[config.mk]
export PLATFORM = sky130hd
export DESIGN_NAME = modbus_read_input_regs_reply_parser_top_flat
export DESIGN_NICKNAME = d
export VERILOG_FILES = /design/src/rtl/core/mbrir_pkg.sv /design/src/rtl/core/mbrir_req_if.sv /design/src/rtl/core/mbrir_rsp_if.sv /design/src/rtl/core/mbrir_csr_if.sv /design/src/rtl/core/modbus_read_input_regs_reply_parser_top.sv /design/src/rtl/core/mbrir_front.sv /design/src/rtl/core/mbrir_fifo.sv /design/src/rtl/core/mbrir_back.sv /design/src/flat_wrapper.sv
export VERILOG_INCLUDE_DIRS = /design/src /design/src/rtl/core
export SDC_FILE = /design/constraint.sdc
export NUM_CORES = 1
export LEC_CHECK = 0
export BUFFER_PORTS_ARGS = -buffer_cell sky130_fd_sc_hd__buf_2
export CORE_MARGIN = 5
export CORE_UTILIZATION = 60
export CTS_BUF_LIST = sky130_fd_sc_hd__clkbuf_8
export CTS_CLUSTER_DIAMETER = 30
export DETAILED_ROUTE_END_ITERATION = 16
export PLACE_DENSITY = 0.84
export SLEW_MARGIN = 20
export SYNTH_ARGS = -nofsm -noshare
export SYNTH_HDL_FRONTEND = slang
export SYNTH_SLANG_ARGS = --single-unit
[constraint.sdc]
create_clock -name clock -period 9.8 [get_ports clock]
set_clock_uncertainty 0.1 [all_clocks]
set_input_delay 0.98 -clock clock [delete_from_list [all_inputs] [get_ports clock]]
set_output_delay 0.98 -clock clock [all_outputs]
set_load 0.05 [all_outputs]
[src/rtl/core/modbus_read_input_regs_reply_parser_top_defines.svh]
// Assertion macros for the reply parser modules; mbrir_fifo includes them.
`ifndef MODBUS_READ_INPUT_REGS_REPLY_PARSER_TOP_DEFINES_SVH
`define MODBUS_READ_INPUT_REGS_REPLY_PARSER_TOP_DEFINES_SVH

// Same-cycle implication, checked on every rising clock edge outside reset.
`define MBRIR_ASSERT_NOW(label, clk, rst, ante, cons) \
   label: assert property (@(posedge clk) disable iff (rst) (ante) |-> (cons)) \
      else $error("reply parser check failed");

// Next-cycle implication.
`define MBRIR_ASSERT_NEXT(label, clk, rst, ante, cons) \
   label: assert property (@(posedge clk) disable iff (rst) (ante) |=> (cons)) \
      else $error("reply parser check failed");

`endif

[src/rtl/core/mbrir_pkg.sv]
// Types and constants of the Modbus input-register reply parser.
package mbrir_pkg;

   localparam int QUEUE_DEPTH = 4;
   localparam int QUEUE_AW    = $clog2(QUEUE_DEPTH);

   // function codes
   localparam logic [7:0] FC_READ_IREGS = 8'h04;
   localparam logic [7:0] FC_EXC_FLAG   = 8'h80;

   // frame status codes
   localparam logic [2:0] ST_OK    = 3'd0;
   localparam logic [2:0] ST_SLAVE = 3'd1;
   localparam logic [2:0] ST_TRUNC = 3'd2;
   localparam logic [2:0] ST_COUNT = 3'd3;
   localparam logic [2:0] ST_FUNC  = 3'd4;
   localparam logic [2:0] ST_EXC   = 3'd5;

   // configuration register indexes
   localparam logic [1:0] CSR_SLAVE_ADDRESS  = 2'd0;
   localparam logic [1:0] CSR_START_ADDRESS  = 2'd1;
   localparam logic [1:0] CSR_REGISTER_COUNT = 2'd2;

   // one queue entry: the results caused by one byte
   typedef struct packed {
      logic        has_value;
      logic [15:0] reg_address;
      logic [15:0] reg_value;
      logic        has_status;
      logic [2:0]  status;
      logic [7:0]  exception_code;
   } mbrir_entry_type;

endpackage

[src/rtl/core/mbrir_req_if.sv]
// Byte input channel.
interface mbrir_req_if;
   logic       valid;
   logic       ready;
   logic [7:0] data_byte;
   logic       last_byte;

   modport source (output valid, output data_byte, output last_byte, input ready);
   modport sink   (input valid, input data_byte, input last_byte, output ready);
endinterface

[src/rtl/core/mbrir_rsp_if.sv]
// Result output channel.
interface mbrir_rsp_if;
   logic        valid;
   logic        ready;
   logic        is_value;
   logic [15:0] reg_address;
   logic [15:0] reg_value;
   logic [7:0]  exception_code;
   logic [2:0]  status;
   logic        frame_end;

   modport source (output valid, output is_value, output reg_address, output reg_value,
                   output exception_code, output status, output frame_end, input ready);
   modport sink   (input valid, input is_value, input reg_address, input reg_value,
                   input exception_code, input status, input frame_end, output ready);
endinterface

[src/rtl/core/mbrir_csr_if.sv]
// Configuration write channel.
interface mbrir_csr_if;
   logic        valid;
   logic        ready;
   logic [1:0]  index;
   logic [15:0] data;

   modport source (output valid, output index, output data, input ready);
   modport sink   (input valid, input index, input data, output ready);
endinterface

[src/rtl/core/modbus_read_input_regs_reply_parser_top.sv]
// Top level of the Modbus read-input-registers reply parser.
//
//   channel  dir  payload                                           transfer when
//   req      in   data_byte, last_byte                              valid & ready
//   rsp      out  is_value, reg_address, reg_value, exception_code, valid & ready
//                 status, frame_end
//   csr      in   index (0 slave, 1 start, 2 count), data           valid & ready
//
// One byte per cycle is taken while the four-entry queue has room.
// A result reaches rsp by way of the queue, written on its byte's transfer edge,
// and then the output register, loaded when it is empty or rsp.ready is high; a
// byte that closes a frame on a register's low byte yields two results and holds
// the output port for both, the value result first and the status result after.
// Reset is synchronous: parser back to the address byte, config to its
// reset values, queue and output register empty.
// A stalled rsp fills the queue, which then drops req.ready; csr is always ready.
module modbus_read_input_regs_reply_parser_top (
   input  logic       clock,
   input  logic       reset,
   mbrir_req_if.sink  req,
   mbrir_rsp_if.source rsp,
   mbrir_csr_if.sink  csr
);
   import mbrir_pkg::*;

   // front to queue
   logic            push;
   mbrir_entry_type push_entry;
   logic            queue_full;

   // queue to back
   logic            pop;
   mbrir_entry_type head_entry;
   logic            queue_empty;

   // byte parsing and config registers
   mbrir_front u_front (
      .clock      (clock),
      .reset      (reset),
      .req        (req),
      .csr        (csr),
      .queue_full (queue_full),
      .push       (push),
      .push_entry (push_entry)
   );

   // decouples parsing from result delivery
   mbrir_fifo u_fifo (
      .clock      (clock),
      .reset      (reset),
      .push       (push),
      .push_entry (push_entry),
      .pop        (pop),
      .head_entry (head_entry),
      .full       (queue_full),
      .empty      (queue_empty)
   );

   // value result first, then status result, through the output register
   mbrir_back u_back (
      .clock      (clock),
      .reset      (reset),
      .head_entry (head_entry),
      .empty      (queue_empty),
      .pop        (pop),
      .rsp        (rsp)
   );

endmodule

[src/rtl/core/mbrir_front.sv]
// Front end: configuration registers and per-byte frame parsing.
module mbrir_front (
   input  logic                     clock,
   input  logic                     reset,
   mbrir_req_if.sink                req,
   mbrir_csr_if.sink                csr,
   input  logic                     queue_full,
   output logic                     push,
   output mbrir_pkg::mbrir_entry_type push_entry
);
   import mbrir_pkg::*;

   localparam logic [2:0] PH_ADDR  = 3'd0;
   localparam logic [2:0] PH_FUNC  = 3'd1;
   localparam logic [2:0] PH_COUNT = 3'd2;
   localparam logic [2:0] PH_HIGH  = 3'd3;
   localparam logic [2:0] PH_LOW   = 3'd4;
   localparam logic [2:0] PH_EXC   = 3'd5;
   localparam logic [2:0] PH_DONE  = 3'd6;

   logic [7:0]  slave_address_ff, slave_address_in;
   logic [15:0] start_address_ff, start_address_in;
   logic [6:0]  register_count_ff, register_count_in;

   logic [2:0]  phase_ff, phase_in;
   logic [2:0]  frame_status_ff, frame_status_in;
   logic [6:0]  regs_left_ff, regs_left_in;
   logic [15:0] next_address_ff, next_address_in;
   logic [7:0]  high_hold_ff, high_hold_in;
   logic [7:0]  exc_hold_ff, exc_hold_in;

   logic        accept;
   logic [2:0]  final_status;

   assign csr.ready = 1'b1;
   assign req.ready = !queue_full;
   assign accept    = req.valid && !queue_full;

   always_comb begin
      slave_address_in  = slave_address_ff;
      start_address_in  = start_address_ff;
      register_count_in = register_count_ff;
      if (csr.valid) begin
         unique case (csr.index)
            CSR_SLAVE_ADDRESS:  slave_address_in  = csr.data[7:0];
            CSR_START_ADDRESS:  start_address_in  = csr.data;
            CSR_REGISTER_COUNT: register_count_in = csr.data[6:0];
            default: ;
         endcase
      end
   end

   always_comb begin
      phase_in        = phase_ff;
      frame_status_in = frame_status_ff;
      regs_left_in    = regs_left_ff;
      next_address_in = next_address_ff;
      high_hold_in    = high_hold_ff;
      exc_hold_in     = exc_hold_ff;
      final_status    = ST_OK;
      push_entry      = '0;

      unique case (phase_ff)
         PH_ADDR: begin
            if (req.data_byte != slave_address_ff) begin
               frame_status_in = ST_SLAVE;
               phase_in        = PH_DONE;
            end else begin
               phase_in = PH_FUNC;
            end
         end
         PH_FUNC: begin
            if (req.data_byte == FC_READ_IREGS) begin
               phase_in = PH_COUNT;
            end else if (req.data_byte == (FC_READ_IREGS | FC_EXC_FLAG)) begin
               phase_in = PH_EXC;
            end else begin
               frame_status_in = ST_FUNC;
               phase_in        = PH_DONE;
            end
         end
         PH_COUNT: begin
            if (req.data_byte != {register_count_ff, 1'b0}) begin
               frame_status_in = ST_COUNT;
               phase_in        = PH_DONE;
            end else begin
               regs_left_in    = register_count_ff;
               next_address_in = start_address_ff;
               phase_in        = (register_count_ff == 7'd0) ? PH_DONE : PH_HIGH;
            end
         end
         PH_HIGH: begin
            high_hold_in = req.data_byte;
            phase_in     = PH_LOW;
         end
         PH_LOW: begin
            push_entry.has_value   = 1'b1;
            push_entry.reg_address = next_address_ff;
            push_entry.reg_value   = {high_hold_ff, req.data_byte};
            next_address_in        = next_address_ff + 16'd1;
            regs_left_in           = regs_left_ff - 7'd1;
            phase_in               = (regs_left_in == 7'd0) ? PH_DONE : PH_HIGH;
         end
         PH_EXC: begin
            exc_hold_in     = req.data_byte;
            frame_status_in = ST_EXC;
            phase_in        = PH_DONE;
         end
         default: phase_in = PH_DONE;
      endcase

      if (req.last_byte) begin
         final_status = frame_status_in;
         if (final_status == ST_OK && phase_in != PH_DONE) begin
            final_status = ST_TRUNC;
         end
         push_entry.has_status     = 1'b1;
         push_entry.status         = final_status;
         push_entry.exception_code = (final_status == ST_EXC) ? exc_hold_in : 8'd0;
         phase_in        = PH_ADDR;
         frame_status_in = ST_OK;
         regs_left_in    = 7'd0;
         high_hold_in    = 8'd0;
         exc_hold_in     = 8'd0;
      end
   end

   assign push = accept && (push_entry.has_value || push_entry.has_status);

   always_ff @(posedge clock) begin
      if (reset) begin
         slave_address_ff  <= 8'd1;
         start_address_ff  <= 16'd0;
         register_count_ff <= 7'd1;
         phase_ff          <= PH_ADDR;
         frame_status_ff   <= ST_OK;
      end else begin
         slave_address_ff  <= slave_address_in;
         start_address_ff  <= start_address_in;
         register_count_ff <= register_count_in;
         if (accept) begin
            phase_ff        <= phase_in;
            frame_status_ff <= frame_status_in;
         end
      end
   end

   always_ff @(posedge clock) begin
      if (accept) begin
         regs_left_ff    <= regs_left_in;
         next_address_ff <= next_address_in;
         high_hold_ff    <= high_hold_in;
         exc_hold_ff     <= exc_hold_in;
      end
   end

endmodule

[src/rtl/core/mbrir_fifo.sv]
// Short queue between the parser front and the result back end.
`include "modbus_read_input_regs_reply_parser_top_defines.svh"
module mbrir_fifo (
   input  logic                     clock,
   input  logic                     reset,
   input  logic                     push,
   input  mbrir_pkg::mbrir_entry_type push_entry,
   input  logic                     pop,
   output mbrir_pkg::mbrir_entry_type head_entry,
   output logic                     full,
   output logic                     empty
);
   import mbrir_pkg::*;

   mbrir_entry_type         slots_ff [QUEUE_DEPTH];
   logic [QUEUE_AW-1:0]     wr_ptr_ff, wr_ptr_in;
   logic [QUEUE_AW-1:0]     rd_ptr_ff, rd_ptr_in;
   logic [QUEUE_AW:0]       count_ff, count_in;

   assign full       = (count_ff == (QUEUE_AW+1)'(QUEUE_DEPTH));
   assign empty      = (count_ff == '0);
   assign head_entry = slots_ff[rd_ptr_ff];

   always_comb begin
      wr_ptr_in = push ? wr_ptr_ff + (QUEUE_AW)'(1) : wr_ptr_ff;
      rd_ptr_in = pop  ? rd_ptr_ff + (QUEUE_AW)'(1) : rd_ptr_ff;
      count_in  = count_ff;
      if (push && !pop) begin
         count_in = count_ff + (QUEUE_AW+1)'(1);
      end else if (pop && !push) begin
         count_in = count_ff - (QUEUE_AW+1)'(1);
      end
   end

   always_ff @(posedge clock) begin
      if (reset) begin
         wr_ptr_ff <= '0;
         rd_ptr_ff <= '0;
         count_ff  <= '0;
      end else begin
         wr_ptr_ff <= wr_ptr_in;
         rd_ptr_ff <= rd_ptr_in;
         count_ff  <= count_in;
      end
   end

   always_ff @(posedge clock) begin
      if (push) begin
         slots_ff[wr_ptr_ff] <= push_entry;
      end
   end

   `MBRIR_ASSERT_NOW(a_no_push_full, clock, reset, push, !full)
   `MBRIR_ASSERT_NOW(a_no_pop_empty, clock, reset, pop, !empty)
   `MBRIR_ASSERT_NOW(a_count_bound, clock, reset, 1'b1, count_ff <= (QUEUE_AW+1)'(QUEUE_DEPTH))
   `MBRIR_ASSERT_NEXT(a_count_up, clock, reset, push && !pop, count_ff == $past(count_ff) + (QUEUE_AW+1)'(1))

endmodule

[src/rtl/core/mbrir_back.sv]
// Back end: splits queue entries into results and holds the output register.
module mbrir_back (
   input  logic                     clock,
   input  logic                     reset,
   input  mbrir_pkg::mbrir_entry_type head_entry,
   input  logic                     empty,
   output logic                     pop,
   mbrir_rsp_if.source              rsp
);
   import mbrir_pkg::*;

   logic        value_sent_ff, value_sent_in;
   logic        valid_ff, valid_in;
   logic        is_value_ff;
   logic [15:0] reg_address_ff;
   logic [15:0] reg_value_ff;
   logic [7:0]  exception_code_ff;
   logic [2:0]  status_ff;
   logic        frame_end_ff;

   logic        load;
   logic        part_is_value;
   logic        last_part;

   assign part_is_value = head_entry.has_value && !value_sent_ff;
   assign last_part     = !part_is_value || !head_entry.has_status;
   assign load          = !empty && (!valid_ff || rsp.ready);
   assign pop           = load && last_part;

   always_comb begin
      value_sent_in = value_sent_ff;
      if (load) begin
         value_sent_in = part_is_value && !last_part;
      end
      if (load) begin
         valid_in = 1'b1;
      end else if (rsp.ready) begin
         valid_in = 1'b0;
      end else begin
         valid_in = valid_ff;
      end
   end

   always_ff @(posedge clock) begin
      if (reset) begin
         valid_ff      <= 1'b0;
         value_sent_ff <= 1'b0;
      end else begin
         valid_ff      <= valid_in;
         value_sent_ff <= value_sent_in;
      end
   end

   always_ff @(posedge clock) begin
      if (load) begin
         is_value_ff       <= part_is_value;
         reg_address_ff    <= part_is_value ? head_entry.reg_address : 16'd0;
         reg_value_ff      <= part_is_value ? head_entry.reg_value : 16'd0;
         exception_code_ff <= part_is_value ? 8'd0 : head_entry.exception_code;
         status_ff         <= part_is_value ? ST_OK : head_entry.status;
         frame_end_ff      <= !part_is_value;
      end
   end

   assign rsp.valid          = valid_ff;
   assign rsp.is_value       = is_value_ff;
   assign rsp.reg_address    = reg_address_ff;
   assign rsp.reg_value      = reg_value_ff;
   assign rsp.exception_code = exception_code_ff;
   assign rsp.status         = status_ff;
   assign rsp.frame_end      = frame_end_ff;

endmodule
[src/flat_wrapper.sv]
// flat-port wrapper written by rule: the top's interface ports become plain ports
module modbus_read_input_regs_reply_parser_top_flat import mbrir_pkg::*;
  (clock, reset, req_valid, req_data_byte, req_last_byte, req_ready, rsp_valid, rsp_is_value, rsp_reg_address, rsp_reg_value, rsp_exception_code, rsp_status, rsp_frame_end, rsp_ready, csr_valid, csr_index, csr_data, csr_ready);
  mbrir_req_if req_i ();
  mbrir_rsp_if rsp_i ();
  mbrir_csr_if csr_i ();
  input  logic clock;
  input  logic reset;
  input wire logic [$bits(req_i.valid)-1:0] req_valid;
  input wire logic [$bits(req_i.data_byte)-1:0] req_data_byte;
  input wire logic [$bits(req_i.last_byte)-1:0] req_last_byte;
  output wire logic [$bits(req_i.ready)-1:0] req_ready;
  output wire logic [$bits(rsp_i.valid)-1:0] rsp_valid;
  output wire logic [$bits(rsp_i.is_value)-1:0] rsp_is_value;
  output wire logic [$bits(rsp_i.reg_address)-1:0] rsp_reg_address;
  output wire logic [$bits(rsp_i.reg_value)-1:0] rsp_reg_value;
  output wire logic [$bits(rsp_i.exception_code)-1:0] rsp_exception_code;
  output wire logic [$bits(rsp_i.status)-1:0] rsp_status;
  output wire logic [$bits(rsp_i.frame_end)-1:0] rsp_frame_end;
  input wire logic [$bits(rsp_i.ready)-1:0] rsp_ready;
  input wire logic [$bits(csr_i.valid)-1:0] csr_valid;
  input wire logic [$bits(csr_i.index)-1:0] csr_index;
  input wire logic [$bits(csr_i.data)-1:0] csr_data;
  output wire logic [$bits(csr_i.ready)-1:0] csr_ready;
  assign req_i.valid = req_valid;
  assign req_i.data_byte = req_data_byte;
  assign req_i.last_byte = req_last_byte;
  assign req_ready = req_i.ready;
  assign rsp_valid = rsp_i.valid;
  assign rsp_is_value = rsp_i.is_value;
  assign rsp_reg_address = rsp_i.reg_address;
  assign rsp_reg_value = rsp_i.reg_value;
  assign rsp_exception_code = rsp_i.exception_code;
  assign rsp_status = rsp_i.status;
  assign rsp_frame_end = rsp_i.frame_end;
  assign rsp_i.ready = rsp_ready;
  assign csr_i.valid = csr_valid;
  assign csr_i.index = csr_index;
  assign csr_i.data = csr_data;
  assign csr_ready = csr_i.ready;
  modbus_read_input_regs_reply_parser_top u_core (.clock(clock), .reset(reset), .req(req_i), .rsp(rsp_i), .csr(csr_i));
endmodule
==> reports/metrics.yaml, run 1 <==
clock_network:
  numCtsBuffers: 52
  cts_tree: "done"
  cts_max_level: 2
  cts_buffer_depth: 3
  worst_skew_pair.late_latency_ns: 0.56
  post_cts_resized: 0
  cts.clk_slew.worst_paths_ns: 0.06
  clock_sinks: 312
  postCtsSetupRepairBufs: 0
  cts_root_buf: "clkbuf_8"
  cts_hold_buffers: 0
global_route:
  grt_pass1_vias: 7250
  grt_pass1_wl_mm: 38.8
  overflow: 0
  grt_antenna_before_repair: 0
  grt_usage: 0.207
  grt_start_max_net_pins: 60
placed_design:
  io_buffers: 78
  gp_congestion: 0.818
  post-dp-hpwl_mm: 15.4
floorplanning:
  rows: 53
  die_w_microns: 155
  die_area_sq_um: 24200
  coreArea_sq_um: 21000
  die_h_microns: 155
  start_util: 0.606
  ios: 80
logic_synthesis:
  seq_area_frac_synth: 0.700
  yosysWarnings: 0
  syn_area_sq_um: 12700
  syn_nets: 875
  synth_area_per_cell_sq_um: 15.2
  synth_ff_type: "edfxtp_1"
  synth_seq_cells: 312
  async_flop_share: 0
  syn-instance-count: 834
  synth_edf_count: 264
  yosys.cell_types.count: 52
layout:
  final_common_cell: "edfxtp_1"
  area.growth.synth_to_final_pct: 13.8
  layout.nets: 976
  final_cell_mix: "edfxtp_1, buf_2, and2_1"
  antenna_cells: 0
  final_layout_size_suffix_gt1_frac: 0.230
flow_run:
  maxCapViolCount: 0
worst_setup_path:
  endpoint_kind: "flip-flop"
  cp_cell_sequence: "nor2_1 > nand2_1 > inv_1 > nor2_1 > nor2_1 > ha_1 > inv_1 > fa_1 > xor2_1 > or3_1 > a21oi_1"
  arrival_ns: 3.74
  cpMostUsedCell: "nor2_1"
  cp.required_ns: 10.18
  startpoint: "u_core.u_front.phase_ff[1]$_SDFFE_PP0P_"
  slowest_delay_ns: 0.44
  path_class: "reg2reg"
  cp_max_fo: 20
  r2r-start: "u_core.u_front.phase_ff[1]$_SDFFE_PP0P_"
  cp-start-kind: "flip-flop"
  slowest_stage: "nor2_1"
  rrSetupSlack_ns: 6.44
worst_hold_path:
  worstHoldStart: "u_core.u_front.start_address_ff[11]$_SDFFE_PP0P_"
  hold_path_class: "reg2reg"
sta:
  tns_ns: 0
  fmax_mhz: 298
  tightestPinTransition_ns: 0.923
  hold_violations: 0
  drv_slew: 0
  post-route-min-period_ns: 3.36
  finalSetupViolCount: 0
  period_share: 0.343
  slew_headroom: 0.382
  rsz0062_at_grt: "no"
power_and_ir_drop:
  power.density_nw_per_um2: 273
  leakagePower_nw: 5.23
  ir_worst_vdd_mv: 0.220
  power_mw: 3.94
drt:
  drc_errors: 0
  wl_per_cell_microns: 19.6
  first_iter_violations: 733
  vias: 7154
  wl_met1_mm: 10.1
  antenna_left: 0
  wl_met2_mm: 12.3
  vias_per_cell: 5.70
  dr.pass1.iters: 7
  wl_mm: 24.6
  maxUsedRoutingLayer: "met4"
  wl_met3_mm: 1.88
outcome:
  status: "complete, no violations"
==> power breakdown <==
group | internal [mW] | leakage, nW | switching (mW)
Clock | 0.662 | 0.622 | 0.506
Sequential | 1.69 | 2.91 | 0.0635
Combinational | 0.300 | 1.69 | 0.724
Total | 2.65 | 5.23 | 1.29
==> cells by family (layout without fill, tap and decap cells) <==
group                      after synthesis  in the layout  share of synthesized area
AOI/OAI and AO/OA                       75             75                     0.0386
DFF                                    312            312                      0.700
buffers and inverters                   55            200                     0.0181
xor gates and xnor gates                34             34                     0.0235
and+or+nand+nor                        280            280                      0.112
muxes                                   68             68                     0.0980
adders and majority gates                9              9                    0.00946
other                                    1              1                   0.000295
==> per-layer routing <==
layer | track usage | vias up
met1 | 0.281 | 3524
met3 | 0.0437 | 33
met2 | 0.346 | 290
li1 | - | 3307
met4 | 0.0521 | 0
met5 | 0 | -
==> final timing paths <==
path,end,cells after the start
max,u_core.u_fifo.count_ff[2]$_SDFFE_PP0P_,11
min,u_core.u_front.start_address_ff[11]$_SDFFE_PP0P_,2
max reg2reg,u_core.u_fifo.count_ff[2]$_SDFFE_PP0P_,11
min reg2reg,u_core.u_front.start_address_ff[11]$_SDFFE_PP0P_,2
==> registers in the layout, summed over array words and instances (netlist names), 8 cells and up, named ones only <==
name,cells
u_core.u_front.exc_hold_ff,8
u_core.u_back.rsp.reg_address,16
u_core.u_front.slave_address_ff,8
u_core.u_back.rsp.reg_value,16
u_core.u_front.next_address_ff,16
u_core.u_back.rsp.exception_code,8
u_core.u_fifo.slots_ff,180
u_core.u_front.high_hold_ff,8
u_core.u_front.start_address_ff,16
==> synthesized netlist by cell type (2+ instances only) <==
master / instances / share of area
a211o_1: 2 / 0.0014
a211oi_1: 9 / 0.0053
a21boi_2: 2 / 0.0018
a21o_1: 3 / 0.0018
a21oi_1: 27 / 0.011
a22o_1: 2 / 0.0014
a31oi_1: 3 / 0.0015
and2_1: 80 / 0.039
and3_1: 5 / 0.0025
buf_1: 3 / 0.00089
buf_2: 10 / 0.0039
clkbuf_1: 27 / 0.0080
dfxtp_1: 48 / 0.076
edfxtp_1: 264 / 0.62
ha_1: 8 / 0.0079
inv_1: 13 / 0.0038
mux2i_1: 23 / 0.018
mux4_2: 45 / 0.080
nand2_1: 64 / 0.019
nand2b_1: 4 / 0.0020
nand3_1: 14 / 0.0055
nand3b_1: 3 / 0.0018
nand4_1: 3 / 0.0015
nor2_1: 72 / 0.021
nor2b_1: 12 / 0.0059
nor3_1: 9 / 0.0035
nor4_1: 3 / 0.0015
o21ai_0: 15 / 0.0059
o22ai_1: 2 / 0.00099
or2_2: 2 / 0.00099
or3_1: 3 / 0.0015
or4_4: 2 / 0.0018
xnor2_1: 18 / 0.012
xor2_1: 16 / 0.011
==> area by class of cell <==
class,count,area (sq um)
inverter,13,48.8
fill,1388,6510
multi-input combinational,467,3590
timing repair buffer,89,473
sequential,312,8890
clock buffer,55,757
tap,275,344
clock inverter,43,339
==> worst max-delay path, delay by kind of cell, from the launching register on <==
kind | cells | cell delay, ns
simple gates | 5 | 1.39
xor+xnor | 1 | 0.17
fa+ha+maj | 2 | 0.72
buf+inv | 2 | 0.30
flops | 1 | 0.43
compound gates | 1 | 0.16
==> metrics by stage <==
step / hold WS [ns] / setup WS (ns) / utilization / cells / instance area [sq um]
detailed placement: 0.347 / 6.14 / 0.637 / 1156 / 13300
global placement: 0.342 / 6.26 / 0.637 / 1156 / 13300
global route: 0.370 / 6.18 / 0.689 / 1254 / 14400
CTS: 0.355 / 6.47 / 0.689 / 1254 / 14400
floorplan: 0.337 / 4.83 / - / 834 / 12700
finish: 0.352 / 6.44 / 0.689 / 1254 / 14400
Power figures use the tool's default switching activity.
==> run 2: changes to the inputs <==
==> constraint.sdc (replaced) <==
create_clock -name clock -period 3.4 [get_ports clock]
set_clock_uncertainty 0.1 [all_clocks]
set_input_delay 0.34 -clock clock [delete_from_list [all_inputs] [get_ports clock]]
set_output_delay 0.34 -clock clock [all_outputs]
set_load 0.05 [all_outputs]
==> reports/metrics.yaml, run 2 (same netlist as run 1, synthesis figures left out) <==
outcome:
  status: "complete, no violations"
sta:
  slew_headroom: 0.322
  rsz0062_at_grt: "no"
  finalSetupViolCount: 0
  post-route-min-period_ns: 2.61
  tns_ns: 0
  tightestPinTransition_ns: 1.01
  drv_slew: 0
  fmax_mhz: 383
  period_share: 0.768
  hold_violations: 0
drt:
  vias_per_cell: 5.73
  wl_mm: 24.6
  first_iter_violations: 578
  drc_errors: 0
  wl_per_cell_microns: 19.2
  vias: 7311
  antenna_left: 0
  dr.pass1.iters: 5
power_and_ir_drop:
  power_mw: 11.4
  leakagePower_nw: 5.33
  ir_worst_vdd_mv: 0.362
  power.density_nw_per_um2: 776
global_route:
  grt_antenna_before_repair: 0
  grt_start_max_net_pins: 60
  grt_pass1_vias: 7298
  busiest_layer: "met2"
  overflow: 0
  grtUsageMet3: 0.0423
  grt_use_met1: 0.288
  grt_pass1_wl_mm: 39.1
  grt_usage: 0.207
  grt_use_met2: 0.331
clock_network:
  worst_skew_pair.late_latency_ns: 0.56
  postCtsSetupRepairBufs: 0
  cts_root_buf: "clkbuf_8"
  cts_hold_buffers: 16
  cts_tree: "done"
  post_cts_resized: 0
  numCtsBuffers: 53
  cts_max_level: 2
  clock_sinks: 312
  cts.clk_slew.worst_paths_ns: 0.07
  cts_buffer_depth: 3
layout:
  antenna_cells: 0
  layout.cells.non_filler: 1277
  final_common_cell: "edfxtp_1"
  layout.nets: 1000
  regMostFlops: "u_core.u_fifo.slots_ff"
  largest_register_ffs: 180
  final_layout_size_suffix_gt1_frac: 0.241
  final_cell_mix: "edfxtp_1, buf_2, and2_1"
  design_area_sq_um: 14700
  area.growth.synth_to_final_pct: 15.9
worst_setup_path:
  cp.required_ns: 3.78
  cp_cell_sequence: "mux4_2 > nand2b_1 > inv_1 > a21boi_2 > inv_1 > ha_1 > inv_1 > fa_1 > xor2_1 > or3_1 > a21oi_1"
  critical-path-top-delay-family: "multiplexers"
  cp-start-kind: "flip-flop"
  cp_max_fo: 4
  slowest_delay_ns: 0.52
  slowest_stage: "mux4_2"
  cpMostUsedCell: "inv_1"
  path_buf_inv: 3
  arrival_ns: 2.99
  path_class: "reg2reg"
  endpoint_kind: "flip-flop"
floorplanning:
  die_h_microns: 155
  die_w_microns: 155
  coreArea_sq_um: 21000
  die_area_sq_um: 24200
  start_util: 0.606
  rows: 53
  ios: 80
flow_run:
  maxCapViolCount: 0
placed_design:
  gp_congestion: 0.851
  io_buffers: 78
  place_inst: 1163
  post-dp-hpwl_mm: 15.5
  placed_area_sq_um: 13400
worst_hold_path:
  hold_path_class: "in2reg"
-- run 2: layout make-up --
| class | count | area [sq um] |
|---|---|---|
| multi-input combinational | 467 | 3590 |
| inverter | 13 | 48.8 |
| clock inverter | 39 | 300 |
| sequential | 312 | 8890 |
| fill | 1377 | 6240 |
| clock buffer | 59 | 812 |
| timing repair buffer | 112 | 723 |
| tap | 275 | 344 |
-- run 2: path summary, 6_finish.rpt --
check                                                                      start                                                to  slack (ns)  cells past startpoint
worst max-delay path                                                   flip-flop            u_core.u_fifo.count_ff[2]$_SDFFE_PP0P_        0.79                     11
worst min-delay path                                                   rsp_ready              u_core.u_back.rsp.valid$_SDFFE_PP0P_        0.04                      4
worst max register to register                                         flip-flop            u_core.u_fifo.count_ff[2]$_SDFFE_PP0P_        0.79                     11
worst min register to register  u_core.u_front.start_address_ff[10]$_SDFFE_PP0P_  u_core.u_front.start_address_ff[10]$_SDFFE_PP0P_        0.35                      2
-- run 2: worst min-delay path, cell delays in order --
cell and delay [ns]:
buf_2 0.07, inv_1 0.09, nand2_1 0.09, a21oi_1 0.06
-- run 2: through the flow --
stage,hold WS [ns],setup WS (ns),util
5_1_grt,0.0448,0.599,0.702
2_1_floorplan,0.337,0.321,-
3_3_place_gp,0.343,0.917,0.641
6_report,0.0447,0.787,0.702
4_1_cts,0.0141,0.776,0.702
3_5_place_dp,0.347,0.810,0.641
-- run 2: layer usage --
metal	vias up	wire, microns
met5	-	0
met2	281	11900
met1	3633	10500
met4	0	476
met3	40	1750
li1	3357	-
-- run 2: power breakdown --
part | switching, mW | internal [mW] | leakage, nW | total [mW]
clock network | 1.48 | 1.92 | 0.615 | 3.40
logic | 2.06 | 0.902 | 1.80 | 2.97
registers | 0.186 | 4.86 | 2.91 | 5.05
